File: config.mk
export PLATFORM = sky130hd
export DESIGN_NAME = chord_note_event_scheduler_flat
export DESIGN_NICKNAME = d
export VERILOG_FILES = /design/src/hw/rtl/cnes_pkg.sv /design/src/hw/rtl/cnes_ifs.sv /design/src/hw/rtl/cnes_note_mem.sv /design/src/hw/rtl/cnes_len_unit.sv /design/src/hw/rtl/chord_note_event_scheduler.sv /design/src/flat_wrapper.sv
export SDC_FILE = /design/constraint.sdc
export NUM_CORES = 2
export LEC_CHECK = 0
export BUFFER_PORTS_ARGS = -buffer_cell sky130_fd_sc_hd__buf_2
export CAP_MARGIN = 5
export CORE_MARGIN = 2
export CORE_UTILIZATION = 50
export DETAILED_ROUTE_END_ITERATION = 10
export GPL_TIMING_DRIVEN = 1
export HOLD_SLACK_MARGIN = 0.15
export PLACE_DENSITY = 0.75
export SLEW_MARGIN = 20
export SYNTH_ARGS = -nofsm -noshare
export SYNTH_HDL_FRONTEND = slang
export SYNTH_HIERARCHICAL = 1
export SYNTH_SLANG_ARGS = --single-unit
File: constraint.sdc
create_clock -name clk -period 8.9 [get_ports clk]
set_clock_uncertainty 0.05 [all_clocks]
set_input_delay 0.445 -clock clk [delete_from_list [all_inputs] [get_ports clk]]
set_output_delay 0.445 -clock clk [all_outputs]
set_load 0.02 [all_outputs]
File: src/hw/rtl/cnes_pkg.sv
// Shared types, widths and constants of the chord note event scheduler.
package cnes_pkg;

    // Field widths
    localparam int CMD_W     = 2;
    localparam int NOTE_IN_W = 8;
    localparam int NOTE_W    = 7;
    localparam int CHAN_W    = 5;
    localparam int VEL_W     = 7;
    localparam int MS_W      = 16;
    localparam int BLOCK_W   = 16;
    localparam int OFFSET_W  = 16;
    localparam int RATE_W    = 19;
    localparam int LEN_W     = 25;

    // Configuration port
    localparam int CFG_IDX_W  = 2;
    localparam int CFG_DATA_W = 19;

    localparam logic [CFG_IDX_W-1:0] CFG_SAMPLE_RATE   = 2'd0;
    localparam logic [CFG_IDX_W-1:0] CFG_MIDI_CHANNEL  = 2'd1;
    localparam logic [CFG_IDX_W-1:0] CFG_NOTE_VELOCITY = 2'd2;

    // Commands
    localparam logic [CMD_W-1:0] CMD_NOTE    = 2'd0;
    localparam logic [CMD_W-1:0] CMD_ALL_OFF = 2'd1;
    localparam logic [CMD_W-1:0] CMD_RENDER  = 2'd2;

    // Defaults and limits
    localparam int MAX_NOTES_DEF = 16;
    localparam logic [RATE_W-1:0]    RATE_DEFAULT = 19'd44100;
    localparam logic [CHAN_W-1:0]    CHAN_RESET   = 5'd1;
    localparam logic [VEL_W-1:0]     VEL_RESET    = 7'd100;
    localparam logic [NOTE_IN_W-1:0] NOTE_MAX     = 8'd127;
    localparam logic [LEN_W-1:0]     LENGTH_MAX   = 25'h1FF_FFFF;

    // Chord length arithmetic: (rate * ms + 500) / 1000 as (x >> 3) / 125,
    // the divide by 125 done as a multiply by ceil(2^35 / 125) and a shift by 35,
    // exact for every dividend below 2^35
    localparam int DVD_W       = RATE_W + MS_W;
    localparam int QUO_W       = LEN_W + 1;
    localparam int PRE_SHIFT   = 3;
    localparam int RECIP_W     = 29;
    localparam int RECIP_SHIFT = 35;
    localparam int PROD_W      = DVD_W - PRE_SHIFT + RECIP_W;
    localparam logic [DVD_W-1:0]   ROUND_BIAS = DVD_W'(500);
    localparam logic [RECIP_W-1:0] RECIP_M    = 29'h1062_4DD3;

    typedef enum logic [2:0] {
        ST_IDLE,
        ST_LEN,
        ST_OFF,
        ST_ON,
        ST_HOLD,
        ST_REL,
        ST_DRAIN
    } sched_state_t;

    typedef enum logic [1:0] {
        LEN_IDLE,
        LEN_MUL,
        LEN_BIAS,
        LEN_DIV
    } len_state_t;

    typedef struct packed {
        logic             done;
        logic [LEN_W-1:0] length;
    } len_result_t;

endpackage

File: src/hw/rtl/cnes_ifs.sv
// Request and event channel interfaces of the chord note event scheduler.
interface cnes_item_if;
    import cnes_pkg::*;

    logic                 valid;
    logic                 ready;
    logic [CMD_W-1:0]     cmd;
    logic [NOTE_IN_W-1:0] note;
    logic                 first_of_chord;
    logic                 last_of_chord;
    logic [MS_W-1:0]      duration_ms;
    logic [BLOCK_W-1:0]   block_samples;

    modport source (
        output valid, cmd, note, first_of_chord, last_of_chord, duration_ms, block_samples,
        input  ready
    );

    modport sink (
        input  valid, cmd, note, first_of_chord, last_of_chord, duration_ms, block_samples,
        output ready
    );
endinterface

interface cnes_event_if;
    import cnes_pkg::*;

    logic                valid;
    logic                ready;
    logic                is_note_on;
    logic [NOTE_W-1:0]   event_note;
    logic [CHAN_W-1:0]   event_channel;
    logic [VEL_W-1:0]    event_velocity;
    logic [OFFSET_W-1:0] sample_offset;
    logic                last_event;

    modport source (
        output valid, is_note_on, event_note, event_channel, event_velocity,
               sample_offset, last_event,
        input  ready
    );

    modport sink (
        input  valid, is_note_on, event_note, event_channel, event_velocity,
               sample_offset, last_event,
        output ready
    );
endinterface

File: src/hw/rtl/cnes_note_mem.sv
// Note store: one write port, one read port with registered read data.
module cnes_note_mem #(
    parameter int DEPTH  = cnes_pkg::MAX_NOTES_DEF,
    parameter int WIDTH  = cnes_pkg::NOTE_W,
    parameter int ADDR_W = (DEPTH > 1) ? $clog2(DEPTH) : 1
) (
    input  logic              clk,
    input  logic              we,
    input  logic [ADDR_W-1:0] waddr,
    input  logic [WIDTH-1:0]  wdata,
    input  logic              re,
    input  logic [ADDR_W-1:0] raddr,
    output logic [WIDTH-1:0]  rdata
);

    logic [WIDTH-1:0] mem [0:DEPTH-1];

    // Write port
    always_ff @(posedge clk)
    begin
        if (we)
        begin
            mem[waddr] <= wdata;
        end
    end

    // Read port, data held until the next read
    always_ff @(posedge clk)
    begin
        if (re)
        begin
            rdata <= mem[raddr];
        end
    end

endmodule

File: src/hw/rtl/cnes_len_unit.sv
// Chord length unit: rate times duration, rounded divide by 1000, clamped.
module cnes_len_unit (
    input  logic                          clk,
    input  logic                          rst_n,
    input  logic                          start,
    input  logic [cnes_pkg::RATE_W-1:0]   sample_rate,
    input  logic [cnes_pkg::MS_W-1:0]     duration_ms,
    output cnes_pkg::len_result_t         result
);
    import cnes_pkg::*;

    len_state_t state_reg, state_next;

    logic [RATE_W-1:0] rate_reg;
    logic [MS_W-1:0]   ms_reg;
    logic [DVD_W-1:0]  dvd_reg, dvd_next;
    logic [QUO_W-1:0]  quo_reg, quo_next;
    logic              done_reg, done_next;

    logic              load_op;
    logic              mul_en;
    logic              bias_en;
    logic              div_en;
    logic [PROD_W-1:0] recip_prod;

    // Next state
    always_comb
    begin
        state_next = state_reg;
        unique case (state_reg)
            LEN_IDLE: if (start) state_next = LEN_MUL;
            LEN_MUL:  state_next = LEN_BIAS;
            LEN_BIAS: state_next = LEN_DIV;
            LEN_DIV:  state_next = LEN_IDLE;
            default:  state_next = LEN_IDLE;
        endcase
    end

    // Step enables
    always_comb
    begin
        load_op = 1'b0;
        mul_en  = 1'b0;
        bias_en = 1'b0;
        div_en  = 1'b0;
        unique case (state_reg)
            LEN_IDLE: load_op = start;
            LEN_MUL:  mul_en  = 1'b1;
            LEN_BIAS: bias_en = 1'b1;
            LEN_DIV:  div_en  = 1'b1;
            default:  load_op = 1'b0;
        endcase
    end

    // Multiply, add the rounding bias, then divide by 1000 through the reciprocal
    always_comb
    begin
        recip_prod = PROD_W'(dvd_reg[DVD_W-1:PRE_SHIFT]) * PROD_W'(RECIP_M);

        dvd_next  = dvd_reg;
        quo_next  = quo_reg;
        done_next = 1'b0;
        priority if (mul_en)
        begin
            dvd_next = DVD_W'(rate_reg) * DVD_W'(ms_reg);
        end
        else if (bias_en)
        begin
            dvd_next = dvd_reg + ROUND_BIAS;
        end
        else if (div_en)
        begin
            quo_next  = recip_prod[RECIP_SHIFT +: QUO_W];
            done_next = 1'b1;
        end
    end

    always_ff @(posedge clk or negedge rst_n)
    begin
        if (!rst_n)
        begin
            state_reg <= LEN_IDLE;
            done_reg  <= 1'b0;
        end
        else
        begin
            state_reg <= state_next;
            done_reg  <= done_next;
        end
    end

    // Capture operands, zero rate and zero duration replaced
    always_ff @(posedge clk)
    begin
        if (load_op)
        begin
            rate_reg <= (sample_rate == '0) ? RATE_DEFAULT : sample_rate;
            ms_reg   <= (duration_ms == '0) ? MS_W'(1) : duration_ms;
        end
        dvd_reg <= dvd_next;
        quo_reg <= quo_next;
    end

    // Clamp to one sample at least and to the counter range
    always_comb
    begin
        result.done = done_reg;
        priority if (quo_reg == '0)
            result.length = LEN_W'(1);
        else if (quo_reg[QUO_W-1])
            result.length = LENGTH_MAX;
        else
            result.length = quo_reg[LEN_W-1:0];
    end

`ifndef SYNTH
    a_len_not_zero: assert property (@(posedge clk) disable iff (!rst_n)
        result.done |-> (result.length != '0))
        else $error("chord length of zero");

    a_done_after_div: assert property (@(posedge clk) disable iff (!rst_n)
        result.done |-> ($past(state_reg) == LEN_DIV))
        else $error("length done without a divide");

    a_no_restart: assert property (@(posedge clk) disable iff (!rst_n)
        (start && state_reg != LEN_IDLE) |-> 1'b0)
        else $error("length start while busy");
`endif

endmodule

File: src/hw/rtl/chord_note_event_scheduler.sv
// Chord note event scheduler: stages chords from note requests and emits MIDI
// note-on and note-off events for each render block. The note request that
// closes a chord waits for the chord length unit (one multiply, a rounding add,
// then a divide by 1000 as a reciprocal multiply, and a register to hand the
// length back). A render request with events streams them at one per cycle
// while the event side keeps taking, pausing when the chord's note-offs follow
// its note-ons in the same block: the note stores have one read port each with
// registered read data, and the block waits for the last event to leave its
// holding stage before taking the next request.
module chord_note_event_scheduler #(
    parameter int MAX_NOTES = cnes_pkg::MAX_NOTES_DEF
) (
    input  logic                              clk,
    input  logic                              rst_n,
    cnes_item_if.sink                         items,
    cnes_event_if.source                      events,
    input  logic                              cfg_we,
    input  logic [cnes_pkg::CFG_IDX_W-1:0]    cfg_index,
    input  logic [cnes_pkg::CFG_DATA_W-1:0]   cfg_data
);
    import cnes_pkg::*;

    localparam int CNT_W = $clog2(MAX_NOTES + 1);
    localparam int IDX_W = (MAX_NOTES > 1) ? $clog2(MAX_NOTES) : 1;
    localparam int EVT_W = $clog2(3 * MAX_NOTES + 1);
    localparam logic [CNT_W-1:0] CNT_FULL = CNT_W'(MAX_NOTES);

    // Configuration registers
    logic [RATE_W-1:0] sample_rate_reg;
    logic [CHAN_W-1:0] midi_channel_reg;
    logic [VEL_W-1:0]  note_velocity_reg;

    // Scalar scheduler state
    logic [CNT_W-1:0]  staged_count_reg, staged_count_next;
    logic              staged_all_off_reg, staged_all_off_next;
    logic [LEN_W-1:0]  staged_length_reg, staged_length_next;
    logic              request_waiting_reg, request_waiting_next;
    logic [CNT_W-1:0]  sounding_count_reg, sounding_count_next;
    logic              release_armed_reg, release_armed_next;
    logic [LEN_W-1:0]  samples_left_reg, samples_left_next;

    // Render sequencing
    sched_state_t      state_reg, state_next;
    logic [CNT_W-1:0]  off_cnt_reg, on_cnt_reg, rel_cnt_reg;
    logic [OFFSET_W-1:0] rel_off_reg;
    logic [EVT_W-1:0]  evt_left_reg, evt_left_next;
    logic [CNT_W-1:0]  idx_reg, idx_next;

    // Holding stage between memory read and output register
    logic              pend_valid_reg;
    logic              pend_on_reg;
    logic              pend_last_reg;
    logic [OFFSET_W-1:0] pend_off_reg;
    logic [IDX_W-1:0]  pend_idx_reg;

    // Output register
    logic              out_valid_reg;
    logic              out_on_reg;
    logic [NOTE_W-1:0] out_note_reg;
    logic [CHAN_W-1:0] out_chan_reg;
    logic [VEL_W-1:0]  out_vel_reg;
    logic [OFFSET_W-1:0] out_off_reg;
    logic              out_last_reg;

    // Control
    logic              accept;
    logic              acc_note;
    logic              acc_off;
    logic              acc_render;
    logic              emit;
    logic              issue;
    logic              pend_move;
    logic [CNT_W-1:0]  phase_cnt;
    logic              phase_end;
    logic              stg_re;
    logic              snd_re;
    logic              len_start;
    len_result_t       len_res;

    // Staging of a note
    logic [CNT_W-1:0]  base_cnt;
    logic              stage_ok;
    logic              stg_we;

    // Render plan
    logic              on_go;
    logic [CNT_W-1:0]  off_n, on_n, rel_n, cnt1;
    logic              armed1;
    logic [LEN_W-1:0]  left1, block_ext, left_sub, left_dec;
    logic              fire;
    logic [EVT_W-1:0]  total;
    sched_state_t      start_state;

    logic [NOTE_W-1:0] stg_rdata;
    logic [NOTE_W-1:0] snd_rdata;
    logic [NOTE_W-1:0] pend_note;

    assign accept     = items.valid && items.ready;
    assign acc_note   = accept && (items.cmd == CMD_NOTE);
    assign acc_off    = accept && (items.cmd == CMD_ALL_OFF);
    assign acc_render = accept && (items.cmd == CMD_RENDER);
    assign pend_move  = pend_valid_reg && (!out_valid_reg || events.ready);
    assign len_start  = acc_note && items.last_of_chord;

    // Note staging slot
    always_comb
    begin
        base_cnt = items.first_of_chord ? '0 : staged_count_reg;
        stage_ok = (items.note <= NOTE_MAX) && (base_cnt < CNT_FULL);
        stg_we   = acc_note && stage_ok;
    end

    // Plan a render block from the current state
    always_comb
    begin
        on_go     = request_waiting_reg && !staged_all_off_reg && (staged_count_reg != '0);
        off_n     = request_waiting_reg ? sounding_count_reg : '0;
        on_n      = on_go ? staged_count_reg : '0;
        block_ext = LEN_W'(items.block_samples);
        priority if (on_go)
        begin
            cnt1   = staged_count_reg;
            armed1 = 1'b1;
            left1  = staged_length_reg;
        end
        else if (request_waiting_reg)
        begin
            cnt1   = '0;
            armed1 = 1'b0;
            left1  = '0;
        end
        else
        begin
            cnt1   = sounding_count_reg;
            armed1 = release_armed_reg;
            left1  = samples_left_reg;
        end
        fire     = armed1 && (cnt1 != '0) && (left1 <= block_ext);
        rel_n    = fire ? cnt1 : '0;
        left_sub = left1 - block_ext;
        left_dec = (left1 != '0) ? (left1 - LEN_W'(1)) : '0;
        total    = EVT_W'(off_n) + EVT_W'(on_n) + EVT_W'(rel_n);
        priority if (off_n != '0)
            start_state = ST_OFF;
        else if (on_n != '0)
            start_state = ST_ON;
        else if (rel_n != '0)
            start_state = ST_REL;
        else
            start_state = ST_IDLE;
    end

    // Next state
    always_comb
    begin
        state_next = state_reg;
        unique case (state_reg)
            ST_IDLE:
            begin
                priority if (len_start)
                    state_next = ST_LEN;
                else if (acc_render)
                    state_next = start_state;
            end
            ST_LEN:   if (len_res.done) state_next = ST_IDLE;
            ST_OFF:   if (phase_end) state_next = (on_cnt_reg != '0) ? ST_ON : ST_DRAIN;
            ST_ON:    if (phase_end) state_next = (rel_cnt_reg != '0) ? ST_HOLD : ST_DRAIN;
            ST_HOLD:  if (!pend_valid_reg) state_next = ST_REL;
            ST_REL:   if (phase_end) state_next = ST_DRAIN;
            ST_DRAIN: if (!pend_valid_reg) state_next = ST_IDLE;
            default:  state_next = ST_IDLE;
        endcase
    end

    // State outputs: request ready, memory reads, phase length
    always_comb
    begin
        items.ready = 1'b0;
        emit        = 1'b0;
        stg_re      = 1'b0;
        snd_re      = 1'b0;
        phase_cnt   = '0;
        unique case (state_reg)
            ST_IDLE: items.ready = 1'b1;
            ST_OFF:
            begin
                emit      = 1'b1;
                phase_cnt = off_cnt_reg;
            end
            ST_ON:
            begin
                emit      = 1'b1;
                phase_cnt = on_cnt_reg;
            end
            ST_REL:
            begin
                emit      = 1'b1;
                phase_cnt = rel_cnt_reg;
            end
            ST_LEN, ST_HOLD, ST_DRAIN: emit = 1'b0;
            default: emit = 1'b0;
        endcase
        issue     = emit && (!pend_valid_reg || pend_move);
        phase_end = issue && ((idx_reg + CNT_W'(1)) == phase_cnt);
        stg_re    = issue && (state_reg == ST_ON);
        snd_re    = issue && (state_reg != ST_ON);
    end

    // Configuration writes
    always_ff @(posedge clk or negedge rst_n)
    begin
        if (!rst_n)
        begin
            sample_rate_reg   <= RATE_DEFAULT;
            midi_channel_reg  <= CHAN_RESET;
            note_velocity_reg <= VEL_RESET;
        end
        else if (cfg_we)
        begin
            unique case (cfg_index)
                CFG_SAMPLE_RATE:   sample_rate_reg   <= cfg_data[RATE_W-1:0];
                CFG_MIDI_CHANNEL:  midi_channel_reg  <= cfg_data[CHAN_W-1:0];
                CFG_NOTE_VELOCITY: note_velocity_reg <= cfg_data[VEL_W-1:0];
                default:           sample_rate_reg   <= sample_rate_reg;
            endcase
        end
    end

    // Staging and sounding state updates
    always_comb
    begin
        staged_count_next    = staged_count_reg;
        staged_all_off_next  = staged_all_off_reg;
        staged_length_next   = staged_length_reg;
        request_waiting_next = request_waiting_reg;
        sounding_count_next  = sounding_count_reg;
        release_armed_next   = release_armed_reg;
        samples_left_next    = samples_left_reg;
        if (acc_note)
        begin
            staged_count_next = stage_ok ? (base_cnt + CNT_W'(1)) : base_cnt;
            if (items.last_of_chord)
            begin
                staged_all_off_next  = 1'b0;
                request_waiting_next = 1'b1;
            end
        end
        if (acc_off)
        begin
            staged_all_off_next  = 1'b1;
            staged_count_next    = '0;
            staged_length_next   = '0;
            request_waiting_next = 1'b1;
        end
        if (len_res.done)
        begin
            staged_length_next = len_res.length;
        end
        if (acc_render)
        begin
            request_waiting_next = 1'b0;
            if (fire)
            begin
                sounding_count_next = '0;
                release_armed_next  = 1'b0;
                samples_left_next   = '0;
            end
            else
            begin
                sounding_count_next = cnt1;
                release_armed_next  = armed1;
                samples_left_next   = (armed1 && (cnt1 != '0)) ? left_sub : left1;
            end
        end
    end

    always_ff @(posedge clk or negedge rst_n)
    begin
        if (!rst_n)
        begin
            staged_count_reg    <= '0;
            staged_all_off_reg  <= 1'b0;
            staged_length_reg   <= '0;
            request_waiting_reg <= 1'b0;
            sounding_count_reg  <= '0;
            release_armed_reg   <= 1'b0;
            samples_left_reg    <= '0;
        end
        else
        begin
            staged_count_reg    <= staged_count_next;
            staged_all_off_reg  <= staged_all_off_next;
            staged_length_reg   <= staged_length_next;
            request_waiting_reg <= request_waiting_next;
            sounding_count_reg  <= sounding_count_next;
            release_armed_reg   <= release_armed_next;
            samples_left_reg    <= samples_left_next;
        end
    end

    // Sequencer counters
    always_comb
    begin
        evt_left_next = evt_left_reg;
        idx_next      = idx_reg;
        if (acc_render)
        begin
            evt_left_next = total;
            idx_next      = '0;
        end
        else if (issue)
        begin
            evt_left_next = evt_left_reg - EVT_W'(1);
            idx_next      = phase_end ? '0 : (idx_reg + CNT_W'(1));
        end
    end

    always_ff @(posedge clk or negedge rst_n)
    begin
        if (!rst_n)
        begin
            state_reg      <= ST_IDLE;
            evt_left_reg   <= '0;
            idx_reg        <= '0;
            off_cnt_reg    <= '0;
            on_cnt_reg     <= '0;
            rel_cnt_reg    <= '0;
            pend_valid_reg <= 1'b0;
            out_valid_reg  <= 1'b0;
        end
        else
        begin
            state_reg    <= state_next;
            evt_left_reg <= evt_left_next;
            idx_reg      <= idx_next;
            if (acc_render)
            begin
                off_cnt_reg <= off_n;
                on_cnt_reg  <= on_n;
                rel_cnt_reg <= rel_n;
            end
            // Hold stage fills on a read and empties into the output register
            if (issue)
                pend_valid_reg <= 1'b1;
            else if (pend_move)
                pend_valid_reg <= 1'b0;
            if (pend_move)
                out_valid_reg <= 1'b1;
            else if (events.ready)
                out_valid_reg <= 1'b0;
        end
    end

    // Release offset and holding stage payload
    always_ff @(posedge clk)
    begin
        if (acc_render)
        begin
            rel_off_reg <= left_dec[OFFSET_W-1:0];
        end
        if (issue)
        begin
            pend_on_reg   <= (state_reg == ST_ON);
            pend_last_reg <= (evt_left_reg == EVT_W'(1));
            pend_off_reg  <= (state_reg == ST_REL) ? rel_off_reg : '0;
            pend_idx_reg  <= idx_reg[IDX_W-1:0];
        end
    end

    assign pend_note = pend_on_reg ? stg_rdata : snd_rdata;

    // Output register payload
    always_ff @(posedge clk)
    begin
        if (pend_move)
        begin
            out_on_reg   <= pend_on_reg;
            out_note_reg <= pend_note;
            out_chan_reg <= midi_channel_reg;
            out_vel_reg  <= pend_on_reg ? note_velocity_reg : '0;
            out_off_reg  <= pend_off_reg;
            out_last_reg <= pend_last_reg;
        end
    end

    assign events.valid          = out_valid_reg;
    assign events.is_note_on     = out_on_reg;
    assign events.event_note     = out_note_reg;
    assign events.event_channel  = out_chan_reg;
    assign events.event_velocity = out_vel_reg;
    assign events.sample_offset  = out_off_reg;
    assign events.last_event     = out_last_reg;

    // Staged chord notes: written by note requests, read for note-ons
    cnes_note_mem #(
        .DEPTH  (MAX_NOTES),
        .WIDTH  (NOTE_W),
        .ADDR_W (IDX_W)
    ) u_staged_mem (
        .clk   (clk),
        .we    (stg_we),
        .waddr (base_cnt[IDX_W-1:0]),
        .wdata (items.note[NOTE_W-1:0]),
        .re    (stg_re),
        .raddr (idx_reg[IDX_W-1:0]),
        .rdata (stg_rdata)
    );

    // Sounding notes: copied from staging as each note-on leaves the hold stage
    cnes_note_mem #(
        .DEPTH  (MAX_NOTES),
        .WIDTH  (NOTE_W),
        .ADDR_W (IDX_W)
    ) u_sounding_mem (
        .clk   (clk),
        .we    (pend_move && pend_on_reg),
        .waddr (pend_idx_reg),
        .wdata (stg_rdata),
        .re    (snd_re),
        .raddr (idx_reg[IDX_W-1:0]),
        .rdata (snd_rdata)
    );

    cnes_len_unit u_len (
        .clk         (clk),
        .rst_n       (rst_n),
        .start       (len_start),
        .sample_rate (sample_rate_reg),
        .duration_ms (items.duration_ms),
        .result      (len_res)
    );

`ifndef SYNTH
    a_idle_empty: assert property (@(posedge clk) disable iff (!rst_n)
        (state_reg == ST_IDLE) |-> (!pend_valid_reg && evt_left_reg == '0))
        else $error("idle with events still in flight");

    a_issue_budget: assert property (@(posedge clk) disable iff (!rst_n)
        issue |-> (evt_left_reg != '0))
        else $error("memory read beyond the planned events");

    a_counts_bound: assert property (@(posedge clk) disable iff (!rst_n)
        (staged_count_reg <= CNT_FULL) && (sounding_count_reg <= CNT_FULL))
        else $error("note count above store depth");

    a_len_in_wait: assert property (@(posedge clk) disable iff (!rst_n)
        len_res.done |-> (state_reg == ST_LEN))
        else $error("chord length arrived outside its wait");

    a_rel_after_copy: assert property (@(posedge clk) disable iff (!rst_n)
        (state_reg == ST_REL && $past(state_reg) != ST_REL) |-> !$past(pend_valid_reg))
        else $error("release read may overlap a sounding write");
`endif

endmodule
File: src/flat_wrapper.sv
// flat-port wrapper written by rule: the top's interface ports become plain ports
module chord_note_event_scheduler_flat import cnes_pkg::*;
#(
    parameter int MAX_NOTES = cnes_pkg::MAX_NOTES_DEF
)
  (clk, rst_n, cfg_we, cfg_index, cfg_data, items_valid, items_cmd, items_note, items_first_of_chord, items_last_of_chord, items_duration_ms, items_block_samples, items_ready, events_valid, events_is_note_on, events_event_note, events_event_channel, events_event_velocity, events_sample_offset, events_last_event, events_ready);
  cnes_item_if items_i ();
  cnes_event_if events_i ();
  input  logic clk;
  input  logic rst_n;
  input  logic cfg_we;
  input  logic [cnes_pkg::CFG_IDX_W-1:0] cfg_index;
  input  logic [cnes_pkg::CFG_DATA_W-1:0] cfg_data;
  input wire logic [$bits(items_i.valid)-1:0] items_valid;
  input wire logic [$bits(items_i.cmd)-1:0] items_cmd;
  input wire logic [$bits(items_i.note)-1:0] items_note;
  input wire logic [$bits(items_i.first_of_chord)-1:0] items_first_of_chord;
  input wire logic [$bits(items_i.last_of_chord)-1:0] items_last_of_chord;
  input wire logic [$bits(items_i.duration_ms)-1:0] items_duration_ms;
  input wire logic [$bits(items_i.block_samples)-1:0] items_block_samples;
  output wire logic [$bits(items_i.ready)-1:0] items_ready;
  output wire logic [$bits(events_i.valid)-1:0] events_valid;
  output wire logic [$bits(events_i.is_note_on)-1:0] events_is_note_on;
  output wire logic [$bits(events_i.event_note)-1:0] events_event_note;
  output wire logic [$bits(events_i.event_channel)-1:0] events_event_channel;
  output wire logic [$bits(events_i.event_velocity)-1:0] events_event_velocity;
  output wire logic [$bits(events_i.sample_offset)-1:0] events_sample_offset;
  output wire logic [$bits(events_i.last_event)-1:0] events_last_event;
  input wire logic [$bits(events_i.ready)-1:0] events_ready;
  assign items_i.valid = items_valid;
  assign items_i.cmd = items_cmd;
  assign items_i.note = items_note;
  assign items_i.first_of_chord = items_first_of_chord;
  assign items_i.last_of_chord = items_last_of_chord;
  assign items_i.duration_ms = items_duration_ms;
  assign items_i.block_samples = items_block_samples;
  assign items_ready = items_i.ready;
  assign events_valid = events_i.valid;
  assign events_is_note_on = events_i.is_note_on;
  assign events_event_note = events_i.event_note;
  assign events_event_channel = events_i.event_channel;
  assign events_event_velocity = events_i.event_velocity;
  assign events_sample_offset = events_i.sample_offset;
  assign events_last_event = events_i.last_event;
  assign events_i.ready = events_ready;
  chord_note_event_scheduler #(.MAX_NOTES(MAX_NOTES)) u_core (.clk(clk), .rst_n(rst_n), .items(items_i), .events(events_i), .cfg_we(cfg_we), .cfg_index(cfg_index), .cfg_data(cfg_data));
endmodule
# == Word level (Yosys, flattened, before mapping) ==
# Memory sizes are Yosys's and may differ from the RTL's. A register that Yosys moved wholly into a read port is not among the register bits.
# Cells that the tools add are included.
# classes
add_sub_neg,8
multipliers,2
order_cmp,3
eq_ne,24
muxes,70
bitwise,2
n_reduce_logical,54
# ops
op,count
25-bit 2-to-1 mux,8
35-bit 2-to-1 mux,2
5-bit 2-to-1 mux,13
32-bit by 29-bit multiplier with 61-bit output (second input constant),1
3-bit 2-to-1 mux,12
35-bit by 9-bit adder with 35-bit output (second input constant),1
19-bit by 16-bit multiplier with 35-bit output,1
5-bit nonzero test,7
1-bit 2-to-1 mux,27
26-bit logical NOT,1
25-bit by 16-bit <= comparator with 1-bit output,1
25-bit nonzero test,1
25-bit by 16-bit subtractor with 25-bit output,1
3-bit one-hot mux with 7 select lines,1
19-bit logical NOT,1
1-bit logical AND,17
16-bit logical NOT,1
16-bit by 1-bit subtractor with 16-bit output (second input constant),1
5-bit one-hot mux with 3 select lines,1
2-bit nonzero test,7
6-bit 2-to-1 mux,2
5-bit by 1-bit adder with 5-bit output (second input constant),2
2-bit AND reduction,5
3-bit == test (second input constant),3
other kinds (26),46
# word_totals
regBits,299
ramBits,224
in_bits,70
output_inout_bits,39
wordCells,200
n_memories,2
# memory_table
name,depth,width,read_ports,rd_clocked_by_memory_dff,write_ports,line_no,rtl
u_core.u_sounding_mem.mem,16,7,1,1,1,cnes_note_mem.sv:16,logic [WIDTH-1:0] mem [0:DEPTH-1];
u_core.u_staged_mem.mem,16,7,1,1,1,cnes_note_mem.sv:16,

# == Longest topological paths before layout ==
# logic_depth
ltp_word,15
ltp_mapped,26
ltp_nobuf,26

# == Modules after synthesis ==
# The synthesis kept the hierarchy.
# by_module_without_submodules
mod,n_inst,cells_per_inst,area_each_um2,seq_area_each_um2
cnes_len_unit,1,3007,28797.6,2897.8
chord_note_event_scheduler,1,955,10239.8,5392.7
cnes_note_mem,2,203,4600.7,3573.4

# == Worst setup path before layout ==
# Ideal clock, no wire load.
# synth_timing
kind,register to register
startpoint,reg u_core.u_len.dvd_reg[26]
endpoint,"reg u_core.u_len.quo_reg[25], data pin"
setup_time_ns,0.259
arrival_time_ns,6.552
t_required_ns,8.591
slack_ns,2.039
stages_incl_launch_ff,25
path_buffers,0
synth_period_minus_slack_ns,6.861
cell_sequence,edfxtp_1 ha_1 fa_1 fa_1 inv_1 fa_1 inv_1 fa_1 inv_1 fa_1 inv_1 fa_1 inv_1 fa_1 inv_1 ha_1 a21oi_2 o21ai_1 o21bai_1 a2111oi_4 and2_4 a211oi_2 o21a_1 o31a_1 or2_1
# synth_via
elab_chain_cells,1
# synth_rtl
element,line_no,rtl
"start, declared",cnes_len_unit.sv:16,"logic [DVD_W-1:0] dvd_reg, dvd_next;"
"start signal, assigned",cnes_len_unit.sv:100,dvd_reg <= dvd_next;
32-bit by 29-bit multiplier with 61-bit output,cnes_len_unit.sv:58,recip_prod = PROD_W'(dvd_reg[DVD_W-1:PRE_SHIFT]) * PROD_W'(RECIP_M);
named net u_core.u_len.recip_prod[60],cnes_len_unit.sv:24,logic [PROD_W-1:0] recip_prod;
"end signal, assigned",cnes_len_unit.sv:101,quo_reg <= quo_next;
"end, declared",cnes_len_unit.sv:17,"logic [QUO_W-1:0] quo_reg, quo_next;"
# The timed path passes the listed nets, and every way through them passes these cells.
# A chain may end at the register's enable or synchronous reset.

# == Worst setup path after layout ==
# layout_timing
startpoint,reg u_core.u_len.dvd_reg[12]
endpoint,"reg u_core.u_len.quo_reg[15], data pin"
# The elaborated chain is that of the path after synthesis.

==> flow_summary.toml <==
[grt]
grt_overflow = 0
grt_first_pass_wirelength_um = 179000
antenna_found_initial = 2
grt_pass1_vias = 32900
grt.total_usage_pct = 23.2
grt_max_degree = 71

[synth]
yosysMostFrequentCell = "inv_1"
synthArstFlopShare_pct = 23.9
synth_edf_count = 407
postSynthCellCount = 4368
ys_ff_latch = 535
syn_avg_cell_area_um2 = 11.0
synth_area_leaders = "edfxtp_1 (25%), fa_1 (22%), ha_1 (14%)"
syn-num-nets = 5511
yosysUniqueCellTypes = 92
ys.flop_type = "edfxtp_1"
synth_top_area_cell = "edfxtp_1"
seq_area_frac_synth_pct = 32.0
synth_top_area_share_pct = 25.3
yosys_warnings = 6
synthesis.area_um2 = 48200
yosys-top-cells-count = "inv_1 (880), fa_1 (541), ha_1 (532)"

[clock_tree]
htree_levels = 2
cts_root_buf = "clkbuf_16"
post-cts-setup-buffers = 0
cts_hold_buf = 45
cts.path.max_buffers = 3
cts.sinks = 535
path_clk_slew_ps = 70
cts_tree = "built"
cts_resized = 0
cts_buffers = 52
clock_latency_ps = 640

[sta]
relSlewSlack_pct = 24.8
hold_viol = 0
period_needed_ps = 7760
max_freq_ghz = 0.129
period_share_pct = 87.2
rsz0062_at_grt = "no"
worst_slew_pin_slew_ps = 1100
setup_viol = 0
tns_ps = 0
drv_slew = 0

[final_layout]
area.sequential_um2 = 15400
syn_to_final_growth_pct = 7.95
final_cell_area_um2 = 52100
drive_above_1_share_pct = 8.19
n_fill_cell = 7961
multiInputGateArea_um2 = 28900
nNetsFinal = 5594
num_antenna_cells = 0

[floorplanning]
fp.dieArea_um2 = 99000
core-area_um2 = 95300
io_pins = 109
row_count = 113
die_y_um = 315
die_x_um = 315
start_util_pct = 50.6

[route]
drt_iter0_drc = 2641
routed_via_density = 5.55
vias = 32000
drc = 0
wl_um = 113000
wire_per_inst_um = 19.7
dr.pass1.iters = 5
ant_nets = 0

[hold_path]
hold_start = "items_cmd[0]"
min_path_type = "in -> reg"
worstHoldEndpoint = "u_core/staged_count_reg[0]"
worstHoldPathCells = 2

[critical_path]
reg2reg_from = "u_core/u_len/dvd_reg[12]"
cp-end-kind = "flip-flop"
reg2reg_slack_ps = 1140
start_kind = "flip-flop"
path_max_fanout = 12
rr_endpoint = "u_core/u_len/quo_reg[15]"
r2r_cells = 21
worst_ep_arrival_time_ps = 8050
required_ps = 9190
setup.worst_path.class = "reg -> reg"

[placed_design]
portBuffers = 108
placed_area_um2 = 49900
dp_hpwl_um = 88100
gp_congestion = 0.931

[job]
drv_cap = 0

[run_status]
status = "finished clean"
-- layout by cell type (no fill, tap or decap), drive strengths merged, types with 10 or more instances in the layout --
| cell | Yosys | routed |
|---|---|---|
| o21a | 12 | 12 |
| fa | 541 | 541 |
| clkbuf | 119 | 73 |
| nor2b | 37 | 37 |
| o211ai | 10 | 10 |
| mux4 | 56 | 56 |
| xnor2 | 82 | 82 |
| and3 | 15 | 15 |
| o21bai | 12 | 12 |
| inv | 880 | 887 |
| dfrtp | 118 | 118 |
| nand4 | 22 | 22 |
| a22o | 39 | 39 |
| ha | 532 | 532 |
| nor4 | 22 | 22 |
| nor3 | 47 | 47 |
| mux2 | 46 | 46 |
| clkinv | 1 | 16 |
| or2 | 39 | 39 |
| nand2 | 367 | 367 |
| xor2 | 29 | 29 |
| a31oi | 10 | 10 |
| dfstp | 10 | 10 |
| edfxtp | 407 | 407 |
| and2 | 149 | 149 |
| dlygate4sd3 | 0 | 45 |
| or3 | 11 | 11 |
| o31ai | 17 | 17 |
| mux2i | 11 | 11 |
| a21oi | 148 | 148 |
| a21o | 63 | 63 |
| nor2 | 153 | 153 |
| o21ai | 104 | 104 |
| a211oi | 21 | 21 |
| nand3 | 49 | 49 |
| a22oi | 40 | 40 |
| nand2b | 19 | 19 |
| buf | 28 | 131 |
-- worst max-delay path by stage --
stage                                  start  depth (start not counted)                        to
floorplan           u_core/u_len/dvd_reg[26]                         24  u_core/u_len/quo_reg[25]
global placement    u_core/u_len/dvd_reg[11]                         24  u_core/u_len/quo_reg[15]
detailed placement  u_core/u_len/dvd_reg[13]                         21  u_core/u_len/quo_reg[15]
CTS                 u_core/u_len/dvd_reg[12]                         21  u_core/u_len/quo_reg[15]
global route        u_core/u_len/dvd_reg[11]                         24  u_core/u_len/quo_reg[18]
finish              u_core/u_len/dvd_reg[12]                         21  u_core/u_len/quo_reg[15]
-- cell type report --
type                       count  area share, %
multi-input combinational   2805           55.5
sequential                   535           29.7
tap                         1265           3.04
clock inverter                24          0.457
inverter                     881           6.35
timing repair buffer         176           2.25
clock buffer                  73           2.73
-- worst max-delay path: stages, from the launching register on --
cell	delay, ps
edfxtp_1	800
ha_1	370
fa_1	420
fa_1	490
inv_1	50
fa_1	470
inv_1	50
fa_1	480
fa_1	510
fa_1	500
inv_1	50
fa_1	480
inv_1	40
ha_1	400
and3_4	230
nand4_1	110
nor3_1	220
o31ai_1	150
a2111oi_0	990
or2_2	300
a41oi_2	130
xnor2_1	150
-- through the flow --
step / utilization (%) / hold WS (ps) / setup slack, ps / cells
2_1_floorplan: - / 99.4 / 2040 / 4368
3_3_place_gp: 52.4 / 351 / 1370 / 5616
3_5_place_dp: 52.4 / 355 / 1270 / 5616
4_1_cts: 54.6 / 151 / 1190 / 5758
5_1_grt: 54.6 / 217 / 894 / 5759
6_report: 54.6 / 203 / 1140 / 5759
-- per-layer routing --
metal  routed length [µm]  GRT usage [%]
met1                47100           30.8
met4                 4320           8.46
met2                54800           38.8
met5                   21              0
met3                 6970           3.20
-- cells by family after synthesis --
kind of cell             after synthesis  synth area share (%)
XOR/XNOR                             111                  2.02
flip-flops                           535                  32.0
adder cells (fa/ha/maj)             1073                  36.3
AO/OA/AOI/OAI                        542                  7.56
multiplexers                         113                  4.18
AND/OR/NAND/NOR                      966                  9.81
buffers and inverters               1028                  8.18
Power is left out: the tool's default activity adds up to more than one toggle a clock period on the data nets, which glitch-free logic cannot reach.
